File: config.mk
export PLATFORM = sky130hd
export DESIGN_NAME = plh_term
export DESIGN_NICKNAME = d
export VERILOG_FILES = /design/src/rtl/core/plh_pkg.sv /design/src/rtl/core/plh_term.sv
export SDC_FILE = /design/constraint.sdc
export NUM_CORES = 2
export LEC_CHECK = 0
export BUFFER_PORTS_ARGS = -buffer_cell sky130_fd_sc_hd__buf_2
export CORE_MARGIN = 1
export CORE_UTILIZATION = 35
export CTS_CLUSTER_SIZE = 30
export DETAILED_ROUTE_END_ITERATION = 6
export MAX_ROUTING_LAYER = met4
export SLEW_MARGIN = 30
export SYNTH_ARGS = -nofsm -noshare
export SYNTH_HDL_FRONTEND = slang
export SYNTH_SLANG_ARGS = --single-unit
export TNS_END_PERCENT = 1
File: constraint.sdc
create_clock -name clk -period 16.64 [get_ports clk]
set_input_delay 1.664 -clock clk [delete_from_list [all_inputs] [get_ports clk]]
set_output_delay 1.664 -clock clk [all_outputs]
set_load 0.05 [all_outputs]
File: src/rtl/core/plh_pkg.sv
// Shared types and fixed-point constants for the HSV palette core.
package plh_pkg;

  // Register indexes of the configuration port
  typedef enum logic [1:0] {
    CFG_HUE_BASE   = 2'd0,
    CFG_HUE_SPAN   = 2'd1,
    CFG_SATURATION = 2'd2,
    CFG_BRIGHTNESS = 2'd3
  } cfg_idx_t;

  // Hue in 1/128 degree
  localparam logic [17:0] HUE_FULL   = 18'd46080;  // 360 deg
  localparam logic [15:0] HUE_SECTOR = 16'd7680;   // 60 deg

  // Q0.16 one
  localparam logic [16:0] ONE_Q16 = 17'h10000;

  // HUE_SECTOR * 2^16, the channel term for x = 0
  localparam logic [29:0] TERM_FULL = 30'd503316480;

  // floor(m / 15) == (m * 2185) >> 15 for m < 4681
  localparam logic [11:0] RECIP_15    = 12'd2185;
  localparam int          RECIP_SHIFT = 15;

  // Per-beat side info that bypasses the HSV math
  typedef struct packed {
    logic       neg;   // level negative: black
    logic [7:0] gray;  // level * 255, saturated
  } plh_meta_t;

endpackage

File: src/rtl/core/plh_term.sv
// One channel value: floor(255 * v * (1 - x*s/7680)), three register stages.
module plh_term (
  input  logic        clk,
  input  logic [2:0]  stage_en,
  input  logic [12:0] x,      // 0..7680, fraction weight of s
  input  logic [16:0] sat,    // clamped Q0.16
  input  logic [16:0] bri,    // clamped Q0.16
  output logic [7:0]  chan
);

  logic [28:0] term_r;
  logic [45:0] vt_r;
  logic [11:0] m_r;

  logic [29:0] xs;
  logic [53:0] n255;
  logic [23:0] q;
  logic [8:0]  qs;

  // stage 3: term = 7680*2^16 - x*s
  assign xs = 30'(x) * 30'(sat);

  always_ff @(posedge clk) begin
    if (stage_en[0]) begin
      term_r <= 29'(plh_pkg::TERM_FULL - xs);
    end
  end

  // stage 4: v * term
  always_ff @(posedge clk) begin
    if (stage_en[1]) begin
      vt_r <= 46'(bri) * 46'(term_r);
    end
  end

  // stage 5: *255 then drop the 2^41 part of the 15*2^41 divisor
  assign n255 = (54'(vt_r) << 8) - 54'(vt_r);

  always_ff @(posedge clk) begin
    if (stage_en[2]) begin
      m_r <= n255[52:41];
    end
  end

  // divide by 15 through the reciprocal
  assign q    = 24'(m_r) * 24'(plh_pkg::RECIP_15);
  assign qs   = q[23:plh_pkg::RECIP_SHIFT];
  assign chan = (qs > 9'd255) ? 8'hFF : qs[7:0];

endmodule

# Yosys cells after proc, flatten, opt, wreduce, memory -nomap -nowiden

Index checks and enable logic that the tools add are counted.

Register bits: 87
Output and inout bits: 8

$add $sub $neg: 2
$mul: 3
$lt $le $gt $ge: 1
Mux-type cells: 1

Operators with widths:

| operator                                                                         | count |
|---|---|
| 53-bit by 46-bit subtractor with 53-bit output                                   | 1 |
| 17-bit by 29-bit multiplier with 46-bit output                                   | 1 |
| 13-bit by 17-bit multiplier with 29-bit output                                   | 1 |
| 29-bit subtractor (first input constant)                                         | 1 |
| 12-bit by 12-bit multiplier with 24-bit output (second input constant)           | 1 |
| 9-bit by 8-bit greater-than comparator with 1-bit output (second input constant) | 1 |
| 8-bit 2-to-1 mux                                                                 | 1 |

# Depth between registers and ports, before layout

Depth in word-level cells: 3
Gate-level depth with buffers: 25
Depth with buffers taken out: 23

# Least setup slack after synthesis

Ideal clock, no wire load.

Kind: input to register
Start point: input port bri[8]
End point: register vt_r[45] (data pin)
Setup time: 0.260 ns
Arrival time: 7.448 ns
Path slack: 8.932 ns
Stages: 22
Buffers on the path: 2
Cells stage by stage: clkbuf_1 > clkbuf_1 > nand2_1 > fa_1 > inv_1 > fa_1 > fa_1 > fa_1 > fa_1 > inv_1 > fa_1 > inv_1 > ha_1 > o21a_1 > o2111a_1 > a21oi_1 > and4_1 > a211oi_2 > a2111oi_2 > nor2b_1 > a221oi_2 > xnor2_1

Longest elaborated chain between the ends: 1

Ends and longest elaborated chain:

| item                                           | line           | source |
|---|---|---|
| start: declaration                             | plh_term.sv:7  | `input logic [16:0] bri,` |
| 17-bit by 29-bit multiplier with 46-bit output | plh_term.sv:32 | `vt_r <= 46'(bri) * 46'(term_r);` |
| end signal: assignment                         | plh_term.sv:32 |  |
| end: declaration                               | plh_term.sv:12 | `logic [45:0] vt_r;` |

Every way passes these cells.
A chain may end at the register's enable or synchronous reset.

# Final worst setup path

Start point: input port bri[8]
End point: register vt_r[44] (data pin)

The elaborated chain is that of the path after synthesis.

==> metrics <==
Cell Rows 104; syn_nets 4139; Primary FF master, synth edfxtp_1; share of cells above drive strength 1 0.0267; Longest Clk Path Bufs 2; Slew @ Worst Pin 0.860 ns; post-route insts no fill 4211; most frequent cells in the layout inv_1 (731), fa_1 (573), nand2_1 (432), and2_1 (342), ha_1 (321); die area 83700 µm²; min-delay src vt_r[41]$_DFFE_PP_; DRT Wirelength 66500 µm; H-tree Lvls 3; max_cap viols 0; min cycle time layout 7.89 ns; crit path max fanout 29; final hold vios 0; Worst EP required 16.77 ns; worst hold slack 0.601 ns; Die W 289 µm; Core ar. 81100 µm²; Worst Setup End Kind register; postcts setup bufs 0; crit path kind in -> reg; Port-buffer cells 58; via-per-instance ratio 4.83; Slew Limit Fails 0; final setup TNS 0 ns; cells after synthesis 3194; slowest stage delay, CP 0.57 ns; HPWL Detailed 54300 µm; FFs w/ async S/R, synth 0; initial core utilization 0.356; Mapped Avg Cell Area 9.05 µm²; Clock transition at path regs 0.07 ns; commonest non-fill, non-tap cell in the layout inv_1; Cell variety after synth 64; Hold Path End m_r[8]$_DFFE_PP_; sequential area share after synthesis 0.0904; run status finished, final reports clean; Arr. time, crit path 8.02 ns; Via Count 20354; CTS tree built; Clock Latency Late Sink 0.38 ns; layout net count 4090; Setup crit start kind primary input; min-delay worst type reg -> reg; gpl congestion 0.869; Worst Reg-to-Reg Cells 22; post-cts gate resize count 0; worst reg2reg startpoint term_r[7]$_DFFE_PP_; first-iteration detailed-routing DRC count 905; Worst R2R End vt_r[44]$_DFFE_PP_; Post-synth EDFFs 87; Hold Crit Depth 2; total of warnings raised by yosys 0; dpl cells 4194; grt total ovfl 0; die extent in y 289 µm; Area growth syn-to-layout 5.14%; CP cell instances buf_2 > nand2_1 > fa_1 > inv_1 > fa_1 > inv_1 > fa_1 > inv_1 > fa_1 > fa_1 > inv_1 > fa_1 > inv_1 > ha_1 > and3_1 > o211ai_1 > o21bai_1 > a21oi_1 > a2bb2oi_1 > and4bb_1 > o41a_1 > a21oi_2 > xor2_1; Routed wire per std cell 15.8 µm; vias in the first global route 21878; DRC Markers 0; multi-input combinational cell area 23100 µm²; unrepaired setup endpoints after global routing false; count of final setup violators 0; Max Clock Freq 127 MHz; initial antenna violation count 3; mapped cell area 28900 µm²; register bit total from synthesis 87; Overall Global Routing Usage 0.173; CTS Hold Bufs 0; crit share post-route 0.474; slew margin rel. 0.427; cell mode on critical path fa_1; Num CTS Buffers 9; largest net degree at the start of global routing 47; Antenna Nets Post-Route 0; CTS root buffer clkbuf_16; worst reg2reg setup slack 9.70 ns; clk_skew 0.0115 ns; register area 2610 µm²; slowest cell on the critical path fa_1; drt first pass iters 5; Clock Sinks 87; Fillers 8230; first-pass GRT wire length 113000 µm; # IOs 59
==> sequential cells by signal, summed over array words and instances, names as in the netlist <==
register	count
m_r	12
vt_r	46
term_r	29
==> metal layers <==
layer,vias to the layer above,share of wire,routed length [µm],global-route usage
li1,9646,-,-,-
met4,0,0.010,695,0.0293
met2,470,0.46,30900,0.278
met5,-,0,0,-
met1,10182,0.48,31600,0.236
met3,56,0.051,3380,0.0213
==> worst max-delay path by stage <==
stage / from / endpoint / slack (ns) / depth (start not counted)
detailed placement: bri[8] / vt_r[44]$_DFFE_PP_ / 8.37 / 23
CTS: bri[8] / vt_r[44]$_DFFE_PP_ / 8.77 / 23
global route: bri[8] / vt_r[44]$_DFFE_PP_ / 8.44 / 23
finish: bri[8] / vt_r[44]$_DFFE_PP_ / 8.75 / 23
global placement: bri[8] / vt_r[44]$_DFFE_PP_ / 8.41 / 23
floorplan: bri[8] / vt_r[45]$_DFFE_PP_ / 8.93 / 22
==> through the flow <==
stage	cell area [µm²]	util	setup slack, ns
3_5_place_dp	30100	0.371	8.37
3_3_place_gp	30100	0.371	8.41
6_report	30400	0.375	8.75
4_1_cts	30400	0.375	8.77
2_1_floorplan	28900	-	8.93
5_1_grt	30400	0.375	8.44
==> critical path: cells and delay by family <==
family	cells	cell delay, ns
compound gates	6	1.53
simple gates	3	0.63
buf+inv	6	0.72
fa+ha+maj	7	3.34
xor+xnor	1	0.07
==> final cells by class <==
type,instances,share of cell area
flip-flops and latches,87,0.0860
repair buffers,60,0.0101
inverters,731,0.0903
clock inverters,7,0.00243
well taps,1060,0.0437
clock buffers,9,0.00741
diodes,1,0.0000824
multi-input cells,2256,0.760
==> Yosys cell counts (all sizes together), types with 3 or more instances <==
| library cell | n | area share |
|---|---|---|
| o211ai | 8 | 0.0021 |
| o21bai | 14 | 0.0036 |
| xnor2 | 52 | 0.016 |
| nor2 | 53 | 0.0069 |
| and4 | 8 | 0.0024 |
| nor3 | 17 | 0.0029 |
| or2 | 3 | 0.00065 |
| nand3 | 20 | 0.0035 |
| o21a | 11 | 0.0029 |
| a21oi | 102 | 0.018 |
| fa | 573 | 0.40 |
| o21ai | 61 | 0.011 |
| nor2b | 12 | 0.0026 |
| a31oi | 11 | 0.0024 |
| a221oi | 5 | 0.0017 |
| o41ai | 3 | 0.00091 |
| inv | 731 | 0.095 |
| o31a | 4 | 0.0012 |
| a211oi | 15 | 0.0041 |
| xor2 | 28 | 0.0085 |
| nand4 | 18 | 0.0039 |
| or3 | 4 | 0.00087 |
| o2111ai | 3 | 0.00091 |
| a2111oi | 5 | 0.0017 |
| a21o | 63 | 0.016 |
| clkbuf | 118 | 0.015 |
| nand2b | 15 | 0.0032 |
| nand2 | 432 | 0.056 |
| edfxtp | 87 | 0.090 |
| ha | 321 | 0.14 |
| and3 | 13 | 0.0028 |
| and2 | 342 | 0.074 |
| o31ai | 3 | 0.00078 |
==> logic make-up (layout without fill, tap and decap cells) <==
group,after synthesis,count (layout),share of synthesized area
other,0,1,0
AOI/OAI and AO/OA,337,337,0.0763
adders and majority gates,894,894,0.536
xor gates and xnor gates,80,80,0.0243
DFF,87,87,0.0904
and+or+nand+nor,945,945,0.162
buffers and inverters,851,807,0.111
Power is not shown: default switching activity piles up to over one toggle a cycle in this logic, so the estimate is an artifact.
