[src/rtl/core/plh_pkg.sv]
// Shared types and fixed-point constants for the HSV palette core.
package plh_pkg;

  // Register indexes of the configuration port
  typedef enum logic [1:0] {
    CFG_HUE_BASE   = 2'd0,
    CFG_HUE_SPAN   = 2'd1,
    CFG_SATURATION = 2'd2,
    CFG_BRIGHTNESS = 2'd3
  } cfg_idx_t;

  // Hue in 1/128 degree
  localparam logic [17:0] HUE_FULL   = 18'd46080;  // 360 deg
  localparam logic [15:0] HUE_SECTOR = 16'd7680;   // 60 deg

  // Q0.16 one
  localparam logic [16:0] ONE_Q16 = 17'h10000;

  // HUE_SECTOR * 2^16, the channel term for x = 0
  localparam logic [29:0] TERM_FULL = 30'd503316480;

  // floor(m / 15) == (m * 2185) >> 15 for m < 4681
  localparam logic [11:0] RECIP_15    = 12'd2185;
  localparam int          RECIP_SHIFT = 15;

  // Per-beat side info that bypasses the HSV math
  typedef struct packed {
    logic       neg;   // level negative: black
    logic [7:0] gray;  // level * 255, saturated
  } plh_meta_t;

endpackage

[src/rtl/core/plh_hue.sv]
// Hue pipeline: level * span, modulo 360 degrees, sector and fraction split.
module plh_hue (
  input  logic        clk,
  input  logic [2:0]  stage_en,
  input  logic [16:0] level,
  input  logic [15:0] hue_base,
  input  logic [15:0] hue_span,
  output logic [2:0]  sector,
  output logic [12:0] frac
);

  logic [32:0] prod_r;
  logic [15:0] hue_r;
  logic [2:0]  sector_r;
  logic [12:0] frac_r;

  logic [17:0] hsum;
  logic [17:0] hue_nxt;
  logic [2:0]  sector_nxt;
  logic [15:0] base;

  // stage 0: level * span
  always_ff @(posedge clk) begin
    if (stage_en[0]) begin
      prod_r <= 33'(level) * 33'(hue_span);
    end
  end

  // stage 1: add base, reduce modulo 360 deg (sum stays below 5 turns)
  always_comb begin
    hsum = 18'(hue_base) + 18'(prod_r[32:16]);
    if (hsum >= 18'(4 * plh_pkg::HUE_FULL)) begin
      hue_nxt = hsum - 18'(4 * plh_pkg::HUE_FULL);
    end else if (hsum >= 18'(3 * plh_pkg::HUE_FULL)) begin
      hue_nxt = hsum - 18'(3 * plh_pkg::HUE_FULL);
    end else if (hsum >= 18'(2 * plh_pkg::HUE_FULL)) begin
      hue_nxt = hsum - 18'(2 * plh_pkg::HUE_FULL);
    end else if (hsum >= plh_pkg::HUE_FULL) begin
      hue_nxt = hsum - plh_pkg::HUE_FULL;
    end else begin
      hue_nxt = hsum;
    end
  end

  always_ff @(posedge clk) begin
    if (stage_en[1]) begin
      hue_r <= hue_nxt[15:0];
    end
  end

  // stage 2: sector and offset within it
  always_comb begin
    if (hue_r >= 16'(5 * plh_pkg::HUE_SECTOR)) begin
      sector_nxt = 3'd5;
      base       = 16'(5 * plh_pkg::HUE_SECTOR);
    end else if (hue_r >= 16'(4 * plh_pkg::HUE_SECTOR)) begin
      sector_nxt = 3'd4;
      base       = 16'(4 * plh_pkg::HUE_SECTOR);
    end else if (hue_r >= 16'(3 * plh_pkg::HUE_SECTOR)) begin
      sector_nxt = 3'd3;
      base       = 16'(3 * plh_pkg::HUE_SECTOR);
    end else if (hue_r >= 16'(2 * plh_pkg::HUE_SECTOR)) begin
      sector_nxt = 3'd2;
      base       = 16'(2 * plh_pkg::HUE_SECTOR);
    end else if (hue_r >= plh_pkg::HUE_SECTOR) begin
      sector_nxt = 3'd1;
      base       = plh_pkg::HUE_SECTOR;
    end else begin
      sector_nxt = 3'd0;
      base       = 16'd0;
    end
  end

  always_ff @(posedge clk) begin
    if (stage_en[2]) begin
      sector_r <= sector_nxt;
      frac_r   <= 13'(hue_r - base);
    end
  end

  assign sector = sector_r;
  assign frac   = frac_r;

endmodule

[config.mk]
export PLATFORM = sky130hd
export DESIGN_NAME = plh_hue
export DESIGN_NICKNAME = d
export VERILOG_FILES = /design/src/rtl/core/plh_pkg.sv /design/src/rtl/core/plh_hue.sv
export SDC_FILE = /design/constraint.sdc
export NUM_CORES = 1
export LEC_CHECK = 0
export ABC_AREA = 1
export BUFFER_PORTS_ARGS = -buffer_cell sky130_fd_sc_hd__buf_2
export CAP_MARGIN = 15
export CORE_MARGIN = 1.5
export CORE_UTILIZATION = 31
export CTS_CLUSTER_DIAMETER = 150
export CTS_CLUSTER_SIZE = 12
export DETAILED_ROUTE_END_ITERATION = 6
export PLACE_DENSITY = 0.57
export SLEW_MARGIN = 20
export SYNTH_ARGS = -nofsm -noshare
export SYNTH_HDL_FRONTEND = slang
export SYNTH_SLANG_ARGS = --single-unit
[constraint.sdc]
create_clock -name clk -period 6.5 [get_ports clk]
set_input_delay 0.325 -clock clk [delete_from_list [all_inputs] [get_ports clk]]
set_output_delay 0.325 -clock clk [all_outputs]
set_load 0.005 [all_outputs]
; Word level (Yosys, flattened, before mapping)
; Index checks and enable logic that the tools add are counted.
[word_totals]
ff_bits = 65
inputBits = 53
[op_classes]
addsub = 6
multipliers = 1
n_lt_le_gt_ge = 9
mux = 13
n_reduce_logical = 1
[ops]
columns = operator, count
row1 = $mux W13, 5
row2 = $mux W16, 4
row3 = $ge A18 B18 Y1 const B, 2
row4 = $mul A17 B16 Y33, 1
row5 = $ge A16 B15 Y1 const B, 2
row6 = $sub A16 B16 Y16 const B, 2
row7 = $add A16 B17 Y18, 1
row8 = $ge A18 B16 Y1 const B, 1
row9 = $ge A18 B17 Y1 const B, 1
row10 = $ge A16 B13 Y1 const B, 1
row11 = $ge A16 B14 Y1 const B, 1
row12 = $ge A16 B16 Y1 const B, 1
row13 = $sub A16 B13 Y16 const B, 1
row14 = $sub A16 B15 Y16 const B, 1
row15 = $sub A13 B13 Y13, 1
row16 = $mux W2, 2
row17 = $mux W1, 2
row18 = $reduce_or A2 Y1, 1

; Longest topological paths before layout
; Gate-level depths: netlist (run 1).
[logic_depth]
ltp_word = 7
mapped_depth = 28
ltp_nobuf = 26

; Worst setup path after synthesis (run 1)
; Ideal clock, no wire load.
[synth_path]
kind = input to register
from = in hue_span[7]
to = reg prod_r[28] (data pin)
t_arrival_ns = 5.500
required_time_ns = 6.238
slack_ns = 0.738
cell_stages = 23
path_cell_list = clkbuf_1 clkbuf_1 nand2_1 fa_1 inv_1 fa_1 inv_1 fa_1 inv_1 fa_1 fa_1 inv_1 fa_1 inv_1 ha_1 nand2_1 nor2_1 nand4_1 inv_1 nand2_1 o211ai_1 a21oi_1 xor2_1
[synth_via]
elab_chain_len = 1
[synth_lines]
columns = element, line_no
row1 = start: declaration, plh_hue.sv:7  ; input logic [15:0] hue_span,
row2 = $mul A17 B16 Y33, plh_hue.sv:25  ; prod_r <= 33'(level) * 33'(hue_span);
row3 = end signal: assignment, plh_hue.sv:25
row4 = end: declaration, plh_hue.sv:12  ; logic [32:0] prod_r;
; No other way between the ends.
; A chain may end at the register's enable or synchronous reset.

; Worst setup path after layout (run 1)
[layout_path]
from = in hue_span[8]
to = reg prod_r[28] (data pin)
; Same word-level chain as after synthesis.

==> results_dict.tcl, run 1 <==
set metrics [dict create \
    cts_max_path_buffers 2 \
    ys_ff_latch 49 \
    synthDistinctLibCells 46 \
    final_common_cell "inv_1" \
    crit_slowest_cell "fa_1" \
    dieArea_um2 42600 \
    worst_pin_slew_ns 0.615 \
    reg2reg_slack_ns 2.98 \
    grt_max_degree 18 \
    fin_crit_ns 5.64 \
    htreeDepth 2 \
    cp.required_ns 6.54 \
    routed_wl_um 31200 \
    postCtsHoldBufs 0 \
    ys_seq_area_frac 0.115 \
    maxSlewHeadroom 0.585 \
    fp.dieW_um 206 \
    antenna_found_initial 0 \
    clkTransAtPathRegs_ns 0.07 \
    skew_ns 0.00568 \
    die_h_um 206 \
    cpPeakStageDelay_ns 0.54 \
    cts_sinks 49 \
    maxCapViolCount 0 \
    layout_common_cells "469 x inv_1, 429 x nand2_1, 209 x fa_1" \
    cp_max_fo 17 \
    rows 74 \
    status "complete, no violations" \
    rsz0062_at_grt "no" \
    drtPass1Iterations 6 \
    tritoncts "done" \
    grt_pass1_wl_um 51800 \
    io_buffers 68 \
    criticalPathCategory "input port to flip-flop" \
    synth-main-ff-cell "edfxtp_1" \
    netlist_area_um2 12800 \
    async_reset_ff_frac 0 \
    grt_pass1_vias 10321 \
    syn_to_final_growth_pct 7.33 \
    fill_cells 4339 \
    synth_cells 1682 \
    crit_family "adder cells" \
    routed_via_density 4.46 \
    synth-edff-count 49 \
    post_drt_wl_per_cell_um 14.0 \
    path_cells "buf_2 -> nand2_1 -> fa_1 -> inv_1 -> fa_1 -> inv_1 -> fa_1 -> inv_1 -> fa_1 -> fa_1 -> inv_1 -> fa_1 -> inv_1 -> ha_1 -> nand2_1 -> nor2_1 -> nand4_1 -> inv_1 -> nand2_1 -> o211ai_1 -> a21oi_1 -> xor2_1" \
    vias 9952 \
    initial_core_util 0.314 \
    syn_avg_cell_area_um2 7.62 \
    cts_root_buf "clkbuf_16" \
    syn-num-nets 2077 \
    cp-end-kind "flip-flop" \
    antenna_left 0 \
    postLayoutCellArea_um2 13800 \
    cp_num_buf_inv 7 \
    drc 0 \
    drv_slew 0 \
    drtIter0Drc 547 \
    place_area_um2 13600 \
    start_kind "input port" \
    place_congestion 0.875 \
    hold_viol 0 \
    diodes 0 \
    grt.total_usage 0.151 \
    tns_ns 0 \
    hp-class "input port to flip-flop" \
    ioPinCount 69 \
    post_cts_resized 0 \
    hpwl_um 26400 \
    fin_nets 2091 \
    ys_warn_count 0 \
    timing.fmax_mhz 177 \
    drive_gt1_frac 0.0790 \
    core_um2 40800 \
    clk_latency_ns 0.29 \
    postCtsSetupBuffers 0 \
    arrival_ns 5.69 \
    period_share 0.868 \
    numCtsBuffers 5 \
    setup_violations 0 \
    overflow 0 \
]
[synthesized netlist by cell type, types with 14 or more instances]
cell type	number	area, µm²
inv_1	469	1760
nand2_1	429	1610
fa_1	209	4180
ha_1	133	1660
nor2_1	73	274
clkbuf_1	64	240
a21oi_1	52	260
edfxtp_1	49	1470
nand3_1	44	220
o21ai_0	30	150
xor2_1	23	201
nand2_2	14	87.6
[registers in the layout, indices dropped and copies added (netlist names)]
register and flops:
prod_r 17, hue_r 16, frac 13, sector 3
[path summary, 6_finish.rpt]
path | start | to | cells past startpoint
max | hue_span[8] | prod_r[28] | 22
max reg2reg | prod_r[16] | hue_r[13] | 25
min reg2reg | hue_r[5] | frac[5] | 0
min | hue_base[0] | hue_r[0] | 2
[layer usage]
layer  vias to the layer above  global-route usage  routed length (µm)
li1                       4940                   -                   -
met1                      4773               0.209               14900
met2                       214               0.264               14800
met3                        25              0.0115                1160
met4                         0              0.0194                 295
met5                         -                   0                   0
[cell type report]
class                   instances  area [µm²]  share of cell area
flip-flops and latches         49        1470               0.107
inverters                     481        1810               0.131
clock inverters                 3        26.3             0.00191
repair buffers                 71         363              0.0264
well taps                     532         666              0.0484
clock buffers                   5         125             0.00909
multi-input cells            1088        9310               0.676
[stage by stage]
stage          setup slack [ns]  hold slack (ns)   util  instances
2_1_floorplan             0.738            0.400      -       1682
3_3_place_gp              0.587            0.402  0.333       2221
3_5_place_dp              0.528            0.405  0.333       2221
4_1_cts                   0.830            0.384  0.337       2229
5_1_grt                   0.429            0.382  0.337       2229
6_report                  0.856            0.382  0.337       2229
[cell families (layout without fill, tap and decap cells)]
kind of cell | Yosys count | after routing | share of synthesized area
AND/OR/NAND/NOR | 598 | 598 | 0.196
buffers and inverters | 545 | 560 | 0.160
AO/OA/AOI/OAI | 116 | 116 | 0.0522
flip-flops | 49 | 49 | 0.115
adder cells (fa/ha/maj) | 342 | 342 | 0.456
XOR/XNOR | 32 | 32 | 0.0219
Power of run 1 is not shown: default switching activity piles up to over one toggle a cycle in this logic, so the estimate is an artifact.
==> inputs of run 2 (changes only) <==
--- a/config.mk
+++ b/config.mk
@@ -9,11 +9,11 @@
 export BUFFER_PORTS_ARGS = -buffer_cell sky130_fd_sc_hd__buf_2
 export CAP_MARGIN = 15
 export CORE_MARGIN = 1.5
-export CORE_UTILIZATION = 31
+export CORE_UTILIZATION = 53
 export CTS_CLUSTER_DIAMETER = 150
 export CTS_CLUSTER_SIZE = 12
 export DETAILED_ROUTE_END_ITERATION = 6
-export PLACE_DENSITY = 0.57
+export PLACE_DENSITY = 0.82
 export SLEW_MARGIN = 20
 export SYNTH_ARGS = -nofsm -noshare
 export SYNTH_HDL_FRONTEND = slang
==> run 2 against run 1 <==
Effect of this change: register-to-register slack got worse by 0.62 ns; setup slack improved by 0.019 ns; sequential share of layout area grew 0.20 points; via count grew 5.3%; clock-buffer cell count is the same; flip-flop and latch count unchanged; non-clock buffer count down 2; clock skew is 0.0027 ns higher; critical endpoint unchanged.
==> results_dict.tcl, run 2 (same netlist as run 1, synthesis figures left out) <==
set metrics [dict create \
    layout_common_cells "469 x inv_1, 429 x nand2_1, 209 x fa_1" \
    min_from "hue_base[0]" \
    timing.fmax_mhz 178 \
    grt_pass1_wl_um 50800 \
    rows 56 \
    worst_r2r_startpoint "prod_r[16]" \
    postCtsHoldBufs 0 \
    routed_wl_um 29900 \
    criticalPathCategory "input port to flip-flop" \
    period_share 0.865 \
    vias 10481 \
    fin_crit_ns 5.63 \
    post_drt_wl_per_cell_um 14.8 \
    path_cells "buf_2 -> nand2_1 -> fa_1 -> inv_1 -> fa_1 -> inv_1 -> fa_1 -> inv_1 -> fa_1 -> fa_1 -> inv_1 -> fa_1 -> inv_1 -> ha_1 -> nand2_1 -> nor2_1 -> nand4_1 -> inv_1 -> nand2_1 -> o211ai_1 -> a21oi_1 -> xor2_1" \
    io_buffers 68 \
    core_um2 23600 \
    tritoncts "done" \
    diodes 0 \
    die_h_um 159 \
    clkTransAtPathRegs_ns 0.07 \
    drv_slew 0 \
    worst_pin_slew_ns 0.947 \
    drtIter0Drc 686 \
    fp.dieW_um 159 \
    maxCapViolCount 0 \
    grt_max_degree 18 \
    cp_num_buf_inv 7 \
    postCtsSetupBuffers 0 \
    antenna_found_initial 0 \
    numCtsBuffers 5 \
    cts_max_path_buffers 2 \
    ioPinCount 69 \
    antenna_left 0 \
    setup_violations 0 \
    post_cts_resized 0 \
    final_core_util 0.572 \
    fill_cells 2159 \
    regArea_um2 1470 \
    drive_gt1_frac 0.0779 \
    drtPass1Iterations 6 \
    regMostFlops "prod_r" \
    cts_sinks 49 \
    status "complete, no violations" \
    cpPeakStageDelay_ns 0.56 \
    multiInputGateArea_um2 9310 \
    fin_nets 2089 \
    clk_latency_ns 0.29 \
    hp-class "input port to flip-flop" \
    syn_to_final_growth_pct 5.32 \
    htreeDepth 2 \
    crit_path_start "hue_span[7]" \
    grt_pass1_vias 11104 \
    largest_register_ffs 17 \
    crit_family "adder cells" \
    grt.total_usage 0.256 \
    arrival_ns 5.66 \
    routed_via_density 5.20 \
    initial_core_util 0.543 \
    drc 0 \
    rsz0062_at_grt "no" \
    dieArea_um2 25100 \
    tns_ns 0 \
    final_common_cell "inv_1" \
    cp_max_fo 17 \
    cp-end-kind "flip-flop" \
    maxSlewHeadroom 0.366 \
    cp.required_ns 6.54 \
    start_kind "input port" \
    hpwl_um 24800 \
    place_congestion 0.899 \
    cts_root_buf "clkbuf_16" \
    overflow 0 \
    crit_slowest_cell "fa_1" \
    hold_viol 0 \
    skew_ns 0.00835 \
]
## run 2: path summary, 6_finish.rpt
path | slack (ns) | to | depth (start not counted)
max reg2reg | 2.36 | hue_r[10] | 25
min reg2reg | 0.42 | frac[5] | 0
max | 0.87 | prod_r[28] | 22
min | 0.36 | hue_r[0] | 2
## run 2: layout make-up
cell class | count | share of cell area
well taps | 319 | 0.0296
clock buffers | 5 | 0.00926
clock inverters | 3 | 0.00371
multi-input cells | 1088 | 0.689
inverters | 481 | 0.134
flip-flops and latches | 49 | 0.109
repair buffers | 69 | 0.0258
## run 2: stage by stage
stage	area (µm²)	hold slack, ns	setup slack, ns	std cells
after global placement	13300	0.401	0.690	2006
after global routing	13500	0.381	0.603	2014
after CTS	13500	0.357	0.901	2014
final	13500	0.365	0.875	2014
after floorplan	12800	0.400	0.738	1682
after detailed placement	13300	0.406	0.600	2006
## run 2: layer usage
metal	global-route usage	wire (µm)
met1	0.310	11900
met4	0.108	1040
met3	0.0321	2100
met2	0.458	14900
met5	0	0
## run 2: worst reg2reg max path, stage by stage (launching register included)
cell and delay [ns]:
edfxtp_1 0.35, ha_1 0.24, inv_1 0.07, fa_1 0.40, inv_1 0.09, nand3_1 0.06
nand2_1 0.12, nand2_1 0.10, nand2_2 0.11, nand2_1 0.06, nand3_1 0.08, xor2_1 0.75
inv_1 0.35, ha_1 0.28, nand3_1 0.10, nand2_1 0.06, nand2_1 0.07, nand2_1 0.07
nand2_2 0.07, nand2_4 0.09, inv_4 0.09, nand2_1 0.06, nand2_1 0.08, nand2_1 0.05
nand2_1 0.05, nand2_1 0.05
Power of run 2 is left out for the same reason.
